File: config.mk
export PLATFORM = sky130hd
export DESIGN_NAME = keyframe_request_rate_limiter_core
export DESIGN_NICKNAME = d
export VERILOG_FILES = /design/src/hw/rtl/kfrl_pkg.sv /design/src/hw/rtl/kfrl_ctrl.sv /design/src/hw/rtl/kfrl_datapath.sv /design/src/hw/rtl/keyframe_request_rate_limiter_core.sv
export SDC_FILE = /design/constraint.sdc
export NUM_CORES = 2
export LEC_CHECK = 0
export BUFFER_PORTS_ARGS = -buffer_cell sky130_fd_sc_hd__buf_2
export CORE_AREA = 2 2 385 387
export DETAILED_ROUTE_END_ITERATION = 12
export DIE_AREA = 0 0 387 389
export GPL_TIMING_DRIVEN = 0
export PLACE_DENSITY_LB_ADDON = 0.3
export SLEW_MARGIN = 5
export SYNTH_ARGS = -nofsm -noshare
export SYNTH_HDL_FRONTEND = slang
export SYNTH_SLANG_ARGS = --single-unit
File: constraint.sdc
create_clock -name i_clk -period 8.9 [get_ports i_clk]
set_input_delay 0.445 -clock i_clk [delete_from_list [all_inputs] [get_ports i_clk]]
set_output_delay 0.445 -clock i_clk [all_outputs]
set_load 0.02 [all_outputs]
File: src/hw/rtl/kfrl_pkg.sv
`default_nettype none

package kfrl_pkg;

    // Fixed field widths
    localparam int TIME_W   = 64;
    localparam int PERIOD_W = 32;
    localparam int CAP_W    = 16;
    localparam int REASON_W = 16;
    localparam int COUNT_W  = 32;
    localparam int CAUSE_W  = 2;
    localparam int CFG_IDX_W  = 2;
    localparam int CFG_DATA_W = 32;

    // Default fraction bits of the token level
    localparam int FRAC_BITS_DEF = 16;

    // Stream payload widths
    localparam int IN_DATA_W  = 80;
    localparam int OUT_DATA_W = 56;

    // Register indexes
    localparam logic [CFG_IDX_W-1:0] REG_MIN_INTERVAL  = 2'd0;
    localparam logic [CFG_IDX_W-1:0] REG_REFILL_PERIOD = 2'd1;
    localparam logic [CFG_IDX_W-1:0] REG_CAPACITY      = 2'd2;

    // Register reset values
    localparam logic [PERIOD_W-1:0] MIN_INTERVAL_RST  = 32'd0;
    localparam logic [PERIOD_W-1:0] REFILL_PERIOD_RST = 32'd1000000;
    localparam logic [CAP_W-1:0]    CAPACITY_RST      = 16'd1;

    // Reject causes
    localparam logic [CAUSE_W-1:0] CAUSE_NONE     = 2'd0;
    localparam logic [CAUSE_W-1:0] CAUSE_INTERVAL = 2'd1;
    localparam logic [CAUSE_W-1:0] CAUSE_NO_TOKEN = 2'd2;

    // Controller to datapath commands
    typedef struct packed {
        logic capture;
        logic prep;
        logic mul;
        logic cmp;
        logic div_step;
        logic apply;
        logic decide;
    } t_dp_cmd;

    // Datapath to controller status
    typedef struct packed {
        logic no_div;
        logic out_free;
    } t_dp_status;

endpackage

`default_nettype wire

File: src/hw/rtl/kfrl_ctrl.sv
`default_nettype none

module kfrl_ctrl #(
    parameter int FRAC_BITS = kfrl_pkg::FRAC_BITS_DEF
) (
    input  wire logic                 i_clk,
    input  wire logic                 i_rst_n,
    input  wire logic                 i_in_valid,
    input  wire logic                 i_in_kind,
    output logic                      o_in_ready,
    input  wire kfrl_pkg::t_dp_status i_status,
    output kfrl_pkg::t_dp_cmd         o_cmd
);

    localparam int QW    = kfrl_pkg::CAP_W + FRAC_BITS;
    localparam int CNT_W = $clog2(QW);
    localparam logic [CNT_W-1:0] CNT_LAST = CNT_W'(QW - 1);

    localparam logic [2:0] S_IDLE   = 3'd0;
    localparam logic [2:0] S_PREP   = 3'd1;
    localparam logic [2:0] S_MUL    = 3'd2;
    localparam logic [2:0] S_CMP    = 3'd3;
    localparam logic [2:0] S_DIV    = 3'd4;
    localparam logic [2:0] S_APPLY  = 3'd5;
    localparam logic [2:0] S_DECIDE = 3'd6;

    logic [2:0]       r_state, n_state;
    logic [CNT_W-1:0] r_cnt, n_cnt;

    // Next state and commands
    always_comb begin
        n_state    = r_state;
        n_cnt      = r_cnt;
        o_cmd      = '0;
        o_in_ready = 1'b0;
        case (r_state)
            S_IDLE: begin
                o_in_ready = 1'b1;
                if (i_in_valid) begin
                    o_cmd.capture = 1'b1;
                    n_state = i_in_kind ? S_DECIDE : S_PREP;
                end
            end
            S_PREP: begin
                o_cmd.prep = 1'b1;
                n_state = S_MUL;
            end
            S_MUL: begin
                o_cmd.mul = 1'b1;
                n_state = S_CMP;
            end
            S_CMP: begin
                o_cmd.cmp = 1'b1;
                n_cnt = CNT_LAST;
                n_state = i_status.no_div ? S_APPLY : S_DIV;
            end
            S_DIV: begin
                o_cmd.div_step = 1'b1;
                n_cnt = r_cnt - 1'b1;
                if (r_cnt == '0) begin
                    n_state = S_APPLY;
                end
            end
            S_APPLY: begin
                o_cmd.apply = 1'b1;
                n_state = S_DECIDE;
            end
            S_DECIDE: begin
                // wait for a free output slot
                if (i_status.out_free) begin
                    o_cmd.decide = 1'b1;
                    n_state = S_IDLE;
                end
            end
            default: begin
                n_state = S_IDLE;
            end
        endcase
    end

    // State and step counter
    always_ff @(posedge i_clk) begin
        if (!i_rst_n) begin
            r_state <= S_IDLE;
            r_cnt   <= '0;
        end else begin
            r_state <= n_state;
            r_cnt   <= n_cnt;
        end
    end

    // Divider runs exactly QW steps
    a_div_exit: assert property (@(posedge i_clk) disable iff (!i_rst_n)
        (r_state == S_DIV && r_cnt == '0) |=> (r_state == S_APPLY))
        else $error("divider did not hand over to apply after last step");

    // One item in flight: no transfer in the cycle after a transfer
    a_one_item: assert property (@(posedge i_clk) disable iff (!i_rst_n)
        (i_in_valid && o_in_ready) |=> !o_in_ready)
        else $error("input taken while an item is still in flight");

endmodule

`default_nettype wire

File: src/hw/rtl/kfrl_datapath.sv
`default_nettype none

module kfrl_datapath #(
    parameter int FRAC_BITS = kfrl_pkg::FRAC_BITS_DEF
) (
    input  wire logic                               i_clk,
    input  wire logic                               i_rst_n,
    input  wire logic                               i_cfg_we,
    input  wire logic [kfrl_pkg::CFG_IDX_W-1:0]     i_cfg_idx,
    input  wire logic [kfrl_pkg::CFG_DATA_W-1:0]    i_cfg_data,
    input  wire logic [kfrl_pkg::IN_DATA_W-1:0]     i_in_data,
    input  wire logic                               i_in_kind,
    input  wire kfrl_pkg::t_dp_cmd                  i_cmd,
    output kfrl_pkg::t_dp_status                    o_status,
    output logic                                    o_out_valid,
    input  wire logic                               i_out_ready,
    output logic [kfrl_pkg::OUT_DATA_W-1:0]         o_out_data
);

    localparam int TW  = kfrl_pkg::CAP_W + FRAC_BITS;
    localparam int TMW = kfrl_pkg::TIME_W;
    localparam int PW  = kfrl_pkg::PERIOD_W;
    localparam int CW  = kfrl_pkg::CAP_W;
    localparam int RW  = kfrl_pkg::REASON_W;
    localparam int NW  = kfrl_pkg::COUNT_W;
    localparam int MW  = PW + CW;
    localparam logic [TW-1:0] ONE_TOK = TW'(1) << FRAC_BITS;

    // Configuration
    logic [PW-1:0] r_min, r_period;
    logic [CW-1:0] r_cap;

    // Bucket state
    logic [TW-1:0]  r_tok;
    logic [TMW-1:0] r_lrt, r_la;
    logic [NW-1:0]  r_rej;
    logic           r_pend;
    logic [RW-1:0]  r_code;

    // Work registers
    logic           r_kind;
    logic [RW-1:0]  r_reason;
    logic [TMW-1:0] r_now, r_elapsed;
    logic           r_skip;
    logic [MW-1:0]  r_prod;
    logic [PW-1:0]  r_rem;
    logic [TW-1:0]  r_quo;

    // Output register
    logic                             r_out_valid;
    logic                             r_out_acc;
    logic [kfrl_pkg::CAUSE_W-1:0]     r_out_cause;
    logic [NW-1:0]                    r_out_total;
    logic                             r_out_taken;
    logic [RW-1:0]                    r_out_reason;

    logic [CW-1:0]  cap_whole;
    logic [TW-1:0]  cap_q;
    logic [TMW-1:0] lrt_eff;
    logic           elapsed_ge;
    logic [PW:0]    trial, diff;
    logic           q_bit;
    logic [TW:0]    tok_sum;
    logic           interval_hit, no_token;
    logic [NW-1:0]  n_rej;
    logic           n_acc;
    logic [RW-1:0]  reason_fix;

    // Shared arithmetic
    always_comb begin
        cap_whole    = (r_cap == '0) ? CW'(1) : r_cap;
        cap_q        = {cap_whole, {FRAC_BITS{1'b0}}};
        lrt_eff      = (r_lrt == '0) ? r_now : r_lrt;
        elapsed_ge   = r_elapsed >= TMW'(r_prod);
        trial        = {r_rem, r_quo[TW-1]};
        diff         = trial - {1'b0, r_period};
        q_bit        = trial >= {1'b0, r_period};
        tok_sum      = {1'b0, r_tok} + {1'b0, r_quo};
        interval_hit = (r_la != '0) &&
                       ({1'b0, r_now} < ({1'b0, r_la} + (TMW + 1)'(r_min)));
        no_token     = r_tok < ONE_TOK;
        n_rej        = (r_rej != '1) ? (r_rej + 1'b1) : r_rej;
        n_acc        = !r_kind && !interval_hit && !no_token;
        reason_fix   = (r_reason == '0) ? RW'(1) : r_reason;
    end

    assign o_status.no_div   = r_skip || elapsed_ge;
    assign o_status.out_free = !r_out_valid || i_out_ready;

    // Configuration writes
    always_ff @(posedge i_clk) begin
        if (!i_rst_n) begin
            r_min    <= kfrl_pkg::MIN_INTERVAL_RST;
            r_period <= kfrl_pkg::REFILL_PERIOD_RST;
            r_cap    <= kfrl_pkg::CAPACITY_RST;
        end else if (i_cfg_we) begin
            case (i_cfg_idx)
                kfrl_pkg::REG_MIN_INTERVAL:  r_min    <= i_cfg_data;
                kfrl_pkg::REG_REFILL_PERIOD: r_period <= i_cfg_data;
                kfrl_pkg::REG_CAPACITY:      r_cap    <= i_cfg_data[CW-1:0];
                default: ;
            endcase
        end
    end

    // Bucket state: seed, refill, spend, count, latch and take
    always_ff @(posedge i_clk) begin
        if (!i_rst_n) begin
            r_tok  <= {kfrl_pkg::CAPACITY_RST, {FRAC_BITS{1'b0}}};
            r_lrt  <= '0;
            r_la   <= '0;
            r_rej  <= '0;
            r_pend <= 1'b0;
            r_code <= '0;
        end else begin
            if (i_cmd.prep) begin
                r_lrt <= lrt_eff;
            end
            if (i_cmd.apply && r_quo != '0) begin
                r_tok <= (tok_sum > {1'b0, cap_q}) ? cap_q : tok_sum[TW-1:0];
                r_lrt <= r_now;
            end
            if (i_cmd.decide) begin
                if (r_kind) begin
                    r_pend <= 1'b0;
                end else if (interval_hit || no_token) begin
                    r_rej <= n_rej;
                end else begin
                    r_tok  <= r_tok - ONE_TOK;
                    r_la   <= r_now;
                    r_code <= reason_fix;
                    r_pend <= 1'b1;
                end
            end
        end
    end

    // Capture, elapsed time, product and serial divide
    always_ff @(posedge i_clk) begin
        if (i_cmd.capture) begin
            r_kind   <= i_in_kind;
            r_reason <= i_in_data[RW-1:0];
            r_now    <= i_in_data[RW +: TMW];
        end
        if (i_cmd.prep) begin
            r_elapsed <= r_now - lrt_eff;
            r_skip    <= (r_now <= lrt_eff) || (r_period == '0);
        end
        if (i_cmd.mul) begin
            r_prod <= MW'(cap_whole) * MW'(r_period);
        end
        if (i_cmd.cmp) begin
            if (r_skip) begin
                r_quo <= '0;
            end else if (elapsed_ge) begin
                r_quo <= cap_q;
            end else begin
                // quotient of (elapsed << FRAC_BITS) / period fits TW bits
                r_rem <= r_elapsed[MW-1:CW];
                r_quo <= {r_elapsed[CW-1:0], {FRAC_BITS{1'b0}}};
            end
        end
        if (i_cmd.div_step) begin
            r_rem <= q_bit ? diff[PW-1:0] : trial[PW-1:0];
            r_quo <= {r_quo[TW-2:0], q_bit};
        end
    end

    // Output register valid
    always_ff @(posedge i_clk) begin
        if (!i_rst_n) begin
            r_out_valid <= 1'b0;
        end else if (i_cmd.decide) begin
            r_out_valid <= 1'b1;
        end else if (i_out_ready) begin
            r_out_valid <= 1'b0;
        end
    end

    // Output register payload
    always_ff @(posedge i_clk) begin
        if (i_cmd.decide) begin
            r_out_acc    <= n_acc;
            r_out_taken  <= r_kind && r_pend;
            r_out_reason <= (r_kind && r_pend) ? r_code : '0;
            if (r_kind) begin
                r_out_cause <= kfrl_pkg::CAUSE_NONE;
                r_out_total <= r_rej;
            end else if (interval_hit) begin
                r_out_cause <= kfrl_pkg::CAUSE_INTERVAL;
                r_out_total <= n_rej;
            end else if (no_token) begin
                r_out_cause <= kfrl_pkg::CAUSE_NO_TOKEN;
                r_out_total <= n_rej;
            end else begin
                r_out_cause <= kfrl_pkg::CAUSE_NONE;
                r_out_total <= r_rej;
            end
        end
    end

    assign o_out_valid = r_out_valid;
    assign o_out_data  = {4'b0, r_out_reason, r_out_taken, r_out_total,
                          r_out_cause, r_out_acc};

    // An accepted request leaves a pending request behind
    a_accept_pends: assert property (@(posedge i_clk) disable iff (!i_rst_n)
        (i_cmd.decide && n_acc) |=> (r_pend && r_out_acc))
        else $error("accepted request not latched as pending");

    // A result never both accepts and takes, and an accept has no cause
    a_result_shape: assert property (@(posedge i_clk) disable iff (!i_rst_n)
        r_out_valid |-> (!(r_out_acc && r_out_taken) &&
                         (!r_out_acc || r_out_cause == kfrl_pkg::CAUSE_NONE)))
        else $error("inconsistent result fields");

endmodule

`default_nettype wire

File: src/hw/rtl/keyframe_request_rate_limiter_core.sv
`default_nettype none

// Token bucket limiter for keyframe requests. Each input transfer is either a
// request (tuser = 0) carrying a reason and a microsecond timestamp, or a take
// of the pending request (tuser = 1); every input transfer yields exactly one
// result transfer. A request refills the bucket by elapsed / refill period in
// Q16.16 (FRAC_BITS fraction bits), capped at the capacity, then is checked
// against the minimum interval and for one whole token. Items are handled one
// at a time: a take goes from capture to decide; a request that needs no divide
// (first request, no time passed, refill disabled or bucket refilled to full)
// runs prep, multiply, compare, apply and decide; any other request also runs
// the bit-serial restoring divider, one quotient bit a cycle, before apply. A
// result waits in an output register, so a stalled output side only holds the
// block at the final step of an item. The user must write registers through
// i_cfg_we/i_cfg_idx/i_cfg_data only while idle; the block does not enforce it.
module keyframe_request_rate_limiter_core #(
    parameter int FRAC_BITS = kfrl_pkg::FRAC_BITS_DEF
) (
    input  wire logic                            i_clk,
    input  wire logic                            i_rst_n,
    // configuration write port
    input  wire logic                            i_cfg_we,
    input  wire logic [kfrl_pkg::CFG_IDX_W-1:0]  i_cfg_idx,
    input  wire logic [kfrl_pkg::CFG_DATA_W-1:0] i_cfg_data,
    // input stream
    input  wire logic                            s_axis_tvalid,
    output logic                                 s_axis_tready,
    // [15:0] req_reason, [79:16] now_us
    input  wire logic [kfrl_pkg::IN_DATA_W-1:0]  s_axis_tdata,
    // [0] kind
    input  wire logic [0:0]                      s_axis_tuser,
    // result stream
    output logic                                 m_axis_tvalid,
    input  wire logic                            m_axis_tready,
    // [0] accepted, [2:1] reject_cause, [34:3] reject_total, [35] taken,
    // [51:36] taken_reason, [55:52] zero
    output logic [kfrl_pkg::OUT_DATA_W-1:0]      m_axis_tdata
);

    kfrl_pkg::t_dp_cmd    cmd;
    kfrl_pkg::t_dp_status status;

    kfrl_ctrl #(
        .FRAC_BITS (FRAC_BITS)
    ) u_ctrl (
        .i_clk      (i_clk),
        .i_rst_n    (i_rst_n),
        .i_in_valid (s_axis_tvalid),
        .i_in_kind  (s_axis_tuser[0]),
        .o_in_ready (s_axis_tready),
        .i_status   (status),
        .o_cmd      (cmd)
    );

    kfrl_datapath #(
        .FRAC_BITS (FRAC_BITS)
    ) u_datapath (
        .i_clk       (i_clk),
        .i_rst_n     (i_rst_n),
        .i_cfg_we    (i_cfg_we),
        .i_cfg_idx   (i_cfg_idx),
        .i_cfg_data  (i_cfg_data),
        .i_in_data   (s_axis_tdata),
        .i_in_kind   (s_axis_tuser[0]),
        .i_cmd       (cmd),
        .o_status    (status),
        .o_out_valid (m_axis_tvalid),
        .i_out_ready (m_axis_tready),
        .o_out_data  (m_axis_tdata)
    );

endmodule

`default_nettype wire
After elaboration in Yosys (flattened, before gate mapping):

Cells that the tools add are included.
Widths: inputs -> output; s select.

* bits in registers: 608
* input bits: 120

* $add $sub $neg: 7
* multipliers: 1
* magnitude comparators: 6
* eq/ne operators: 15
* muxes and demuxes: 46
* bitwise operators: 2
* reductions and logical operators: 35

Operator list (count)
* $mux 32: 18
* $mux 64: 3
* $add 64x32->65: 1
* $lt 64x65->1: 1
* $ge 64x48->1: 1
* $le 64x64->1: 1
* $logic_not 64->1: 1
* $reduce_bool 64->1: 1
* $sub 64x64->64: 1
* $mul 16x32->48: 1
* $add 32x32->33: 1
* $ge 33x32->1: 1
* $gt 33x32->1: 1
* $add 32x1->32 const B: 1
* $logic_not 16->1: 2
* $logic_not 32->1: 1
* $lt 32x17->1 const B: 1
* $mux 16: 2
* $ne 32x32->1 const B: 1
* $reduce_bool 32->1: 1
* $sub 32x17->32 const B: 1
* $sub 32x32->32: 1
* $pmux 3 s7: 1
* $mux 1: 16
* other kinds (22): 52

Depth between registers and ports, before layout:

* depth after elaboration: 8
* gate-level depth with buffers: 29
* mapped depth without buffers: 27

Modules after synthesis:

Synthesis repeated with hierarchy kept, for this count alone.

* cell total of the unflattened synthesis: 5559
* area total of the unflattened synthesis: 50818.7 um^2

Modules (own cells, without submodules)
* kfrl_datapath: instances 1, cells each 5501, area each 50329.5 um^2
* kfrl_ctrl: instances 1, cells each 58, area each 489.2 um^2

Worst setup path after synthesis:

No wires, ideal clock.

* kind: register to register
* start: register u_datapath.r_cap[3]
* end: register u_datapath.r_prod[44], data pin
* setup time: 259 ps
* arrival: 6653 ps
* path slack: 1989 ps
* cell stages (with the launch flop): 26
* path buffers: 2
* period minus slack after synthesis: 6911 ps
* path through: dfxtp_1 > clkbuf_1 > buf_1 > nand2_1 > fa_1 > fa_1 > fa_1 > inv_1 > fa_1 > fa_1 > inv_1 > fa_1 > inv_1 > ha_1 > a21o_1 > a21o_1 > a21o_1 > a21oi_1 > o21ai_0 > a21oi_1 > o21a_1 > o21ai_1 > a211o_1 > a311o_1 > and4_1 > a211o_1

* longest elaborated chain between the ends: 3

Ends and longest elaborated chain
* start: declaration: line kfrl_datapath.sv:31 `logic [CW-1:0] r_cap;`
* start signal: assignment: line kfrl_datapath.sv:95 `r_cap <= kfrl_pkg::CAPACITY_RST;`
* start signal: assignment: line kfrl_datapath.sv:100 `kfrl_pkg::REG_CAPACITY: r_cap <= i_cfg_data[CW-1:0];`
* $logic_not 16->1: line kfrl_datapath.sv:71 `cap_whole = (r_cap == '0) ? CW'(1) : r_cap;`
* $mux 16 *: line kfrl_datapath.sv:71
* $mul 16x32->48 *: line kfrl_datapath.sv:150 `r_prod <= MW'(cap_whole) * MW'(r_period);`
* end signal: assignment: line kfrl_datapath.sv:150
* end: declaration: line kfrl_datapath.sv:45 `logic [MW-1:0] r_prod;`

Mark *: on every way between the ends. The rest lies on a longest branch, timed or not.
A chain may end at the register's enable or synchronous reset.

Final worst setup path:

* start: register u_datapath.r_period[2]
* end: register u_datapath.r_prod[47], data pin

* longest elaborated chain between the ends: 1

Ends and longest elaborated chain
* start: declaration: line kfrl_datapath.sv:30 `logic [PW-1:0] r_min, r_period;`
* start signal: assignment: line kfrl_datapath.sv:94 `r_period <= kfrl_pkg::REFILL_PERIOD_RST;`
* start signal: assignment: line kfrl_datapath.sv:99 `kfrl_pkg::REG_REFILL_PERIOD: r_period <= i_cfg_data;`
* $mul 16x32->48: line kfrl_datapath.sv:150

Every way passes these cells.

==> impl_metrics.tcl <==
set metrics [dict create \
    outcome "finished, final reports clean" \
    holdWs_ns 0.05628 \
    yosysSeqAreaShare_pct 30.04 \
    core-area_um2 146600 \
    cts.sinks 608 \
    synth_area_um2 50840 \
    synth_top_area_cell "edfxtp_1" \
    setup_viol 0 \
    power_density_nw_per_um2 246.2 \
    ys_warn_count 0 \
    async_reset_ff_share_pct 0 \
    drc 0 \
    vias 42110 \
    area_growth_syn_to_layout_pct 13.27 \
    clk_latency_ns 0.68 \
    slew_violations 0 \
    use_met2_pct 35.51 \
    drive_gt1_share_pct 6.992 \
    drt_iter0_drc 3343 \
    worstMarginPinSlew_ns 1.168 \
    syn_inst 5581 \
    clockBufferDepth 3 \
    place_congestion 0.9689 \
    rsz0062_at_grt "false" \
    layout_setup_ws_ns 0.3125 \
    yosysTopAreaCellShare_pct 18.31 \
    grt_max_degree 58 \
    fmax_mhz 116.4 \
    rows 141 \
    port_buffers 173 \
    fin_nets 6873 \
    start_util_pct 34.68 \
    dp_hpwl_um 136000 \
    vdd_drop_max_mv 0.1885 \
    top_level_ports 178 \
    fin_crit_sh_pct 96.49 \
    yosys-top-cells-area "edfxtp_1, fa_1, dfxtp_1, ha_1, nand2_1" \
    fillers 14650 \
    slew_headroom_pct 22.16 \
    gr-usage-met3_pct 3.986 \
    postRouteAntennaNets 0 \
    critPathMaxFanout 10 \
    die_h_um 389 \
    drv_cap 0 \
    cp_data_required_time_ns 9.33 \
    dieWidth_um 387 \
    finalHoldViolations 0 \
    grt_pass1_vias 41740 \
    synth_top_flop_cell "edfxtp_1" \
    gr-usage-all-layers_pct 22.35 \
    pre_cts_slack_ns 0.1790 \
    hold_path.class "input port to flop" \
    crit_type "flop to flop" \
    antenna_found_initial 15 \
    seqCellArea_um2 15270 \
    clk_pin_slew_worst_paths_ns 0.06 \
    finClkSkew_ns 0.04855 \
    grt_pass1_wl_um 258000 \
    drt_wl_total_um 169800 \
    multi_input_area_um2 32180 \
    post-cts-setup-buffer-count 0 \
    busiest_layer "met2" \
    cts_tree "done" \
    ys_ff_latch 608 \
    avgSynthCellArea_um2 9.110 \
    die_area_um2 150500 \
    viasPerCell 5.319 \
    drt_pass1_iterations 6 \
    worstPathArrival_ns 9.02 \
    htree_levels 3 \
    synthDistinctLibCells 98 \
    synth-edff-count 310 \
    start_kind "flop" \
    cts_buffers 71 \
    root_buffer "clkbuf_16" \
    overflow 0 \
    total_leakage_power_nw 24.42 \
    wire_per_inst_um 21.45 \
    end_kind "flop" \
    layout_min_cycle_time_ns 8.587 \
    grtUsageMet1_pct 30.43 \
]
-- worst max-delay path, stage by stage (launching register included) --
cell	delay, ns
dfxtp_1	0.34
clkbuf_1	0.51
clkinv_1	0.64
nor2_1	0.31
fa_1	0.48
fa_1	0.52
fa_1	0.52
fa_1	0.51
fa_1	0.54
inv_1	0.05
fa_1	0.54
inv_1	0.06
ha_1	0.38
a21o_1	0.19
a221o_1	0.34
a21oi_1	0.26
o21ai_0	0.12
a21oi_1	0.34
o31a_1	0.35
o21a_1	0.19
o21ai_1	0.15
o41ai_2	0.36
o311ai_0	0.27
xnor2_1	0.36
-- path summary, 6_finish.rpt --
| kind | startpoint | endpoint | slack [ns] | cells after the start |
|---|---|---|---|---|
| hold / removal | i_cfg_data[31] | u_datapath.r_period[31]$_SDFFE_PN0P_ | 0.06 | 3 |
| setup / recovery | u_datapath.r_period[2]$_SDFFE_PN0P_ | u_datapath.r_prod[47]$_DFFE_PP_ | 0.31 | 23 |
| hold reg to reg | u_datapath.r_cap[0]$_SDFFE_PN1P_ | u_datapath.r_cap[0]$_SDFFE_PN1P_ | 0.48 | 2 |
| setup reg to reg | u_datapath.r_period[2]$_SDFFE_PN0P_ | u_datapath.r_prod[47]$_DFFE_PP_ | 0.31 | 23 |
-- where the power goes --
| group | internal, W | total [W] | leakage (nW) | switching (W) |
|---|---|---|---|---|
| Clock | 0.00176 | 0.00306 | 1.18 | 0.00130 |
| Sequential | 0.00379 | 0.00431 | 5.30 | 0.000521 |
| Combinational | 0.00258 | 0.00681 | 17.9 | 0.00423 |
-- flip-flops by register name, indices dropped and copies added (netlist names), 48 cells and up --
register              count
u_datapath.r_la          64
u_datapath.r_lrt         64
u_datapath.r_prod        48
u_datapath.r_elapsed     64
u_datapath.r_now         64
-- logic make-up after synthesis --
kind of cell,count (synthesis),synth area share [%]
other cells,1,0.007376
buf+inv,874,6.750
mux,118,2.350
compound gates,1049,13.10
flops,608,30.04
fa+ha+maj,833,26.73
xor+xnor,272,4.686
simple gates,1826,16.33
-- Yosys cell counts, types with 110 or more instances --
cell type	n
a21o_1	167
a21oi_1	410
clkbuf_1	199
dfxtp_1	298
edfxtp_1	310
fa_1	422
ha_1	411
inv_1	596
mux2i_1	110
nand2_1	636
nor2_1	620
o21ai_0	119
xnor2_1	142
xor2_1	130
-- per-layer routing --
layer / up-vias / part of all wire (%)
met2: 1447 / 45
li1: 19560 / -
met5: - / 0.029
met1: 20830 / 44
met3: 264 / 7.7
met4: 8 / 3.6
-- per-stage QoR --
| step | instance area (um^2) | util, % | total power [W] | instances | TNS (ns) |
|---|---|---|---|---|---|
| floorplan | 50850 | - | 0.008888 | 5584 | 0 |
| global placement | 54130 | 36.93 | 0.01094 | 7687 | -54.37 |
| CTS | 57570 | 39.27 | 0.01416 | 7913 | 0 |
| global route | 57580 | 39.28 | 0.01506 | 7915 | 0 |
| detailed placement | 54350 | 37.07 | 0.01102 | 7701 | 0 |
| finish | 57590 | 39.28 | 0.01418 | 7918 | 0 |
-- cells in the final DEF (no fill, tap or decap), types with 118 or more instances in the layout --
cell type  count
xnor2_1      142
fa_1         422
dfxtp_1      298
inv_1        596
xor2_1       130
o21ai_0      118
clkbuf_1     207
nand2_1      636
ha_1         411
nor2_1       619
a21o_1       166
buf_2        192
a21oi_1      410
edfxtp_1     310
-- area by class of cell --
cell class	instances	share of cell area [%]
antenna	10	0.04345
buffer	250	1.905
clock buffer	99	3.500
clock inverter	32	0.6887
inverter	619	4.041
multi-input combinational	4102	55.88
sequential	608	26.52
tap	1930	4.193
timing repair buffer	268	3.224
-- what timing repair did --
item                       CTS  global route
gates resized for setup      0            17
hold endpoints to repair    81             0
hold buffers                81             0
setup endpoints to repair    0             3
No activity file was read; power rests on OpenSTA's default activity.
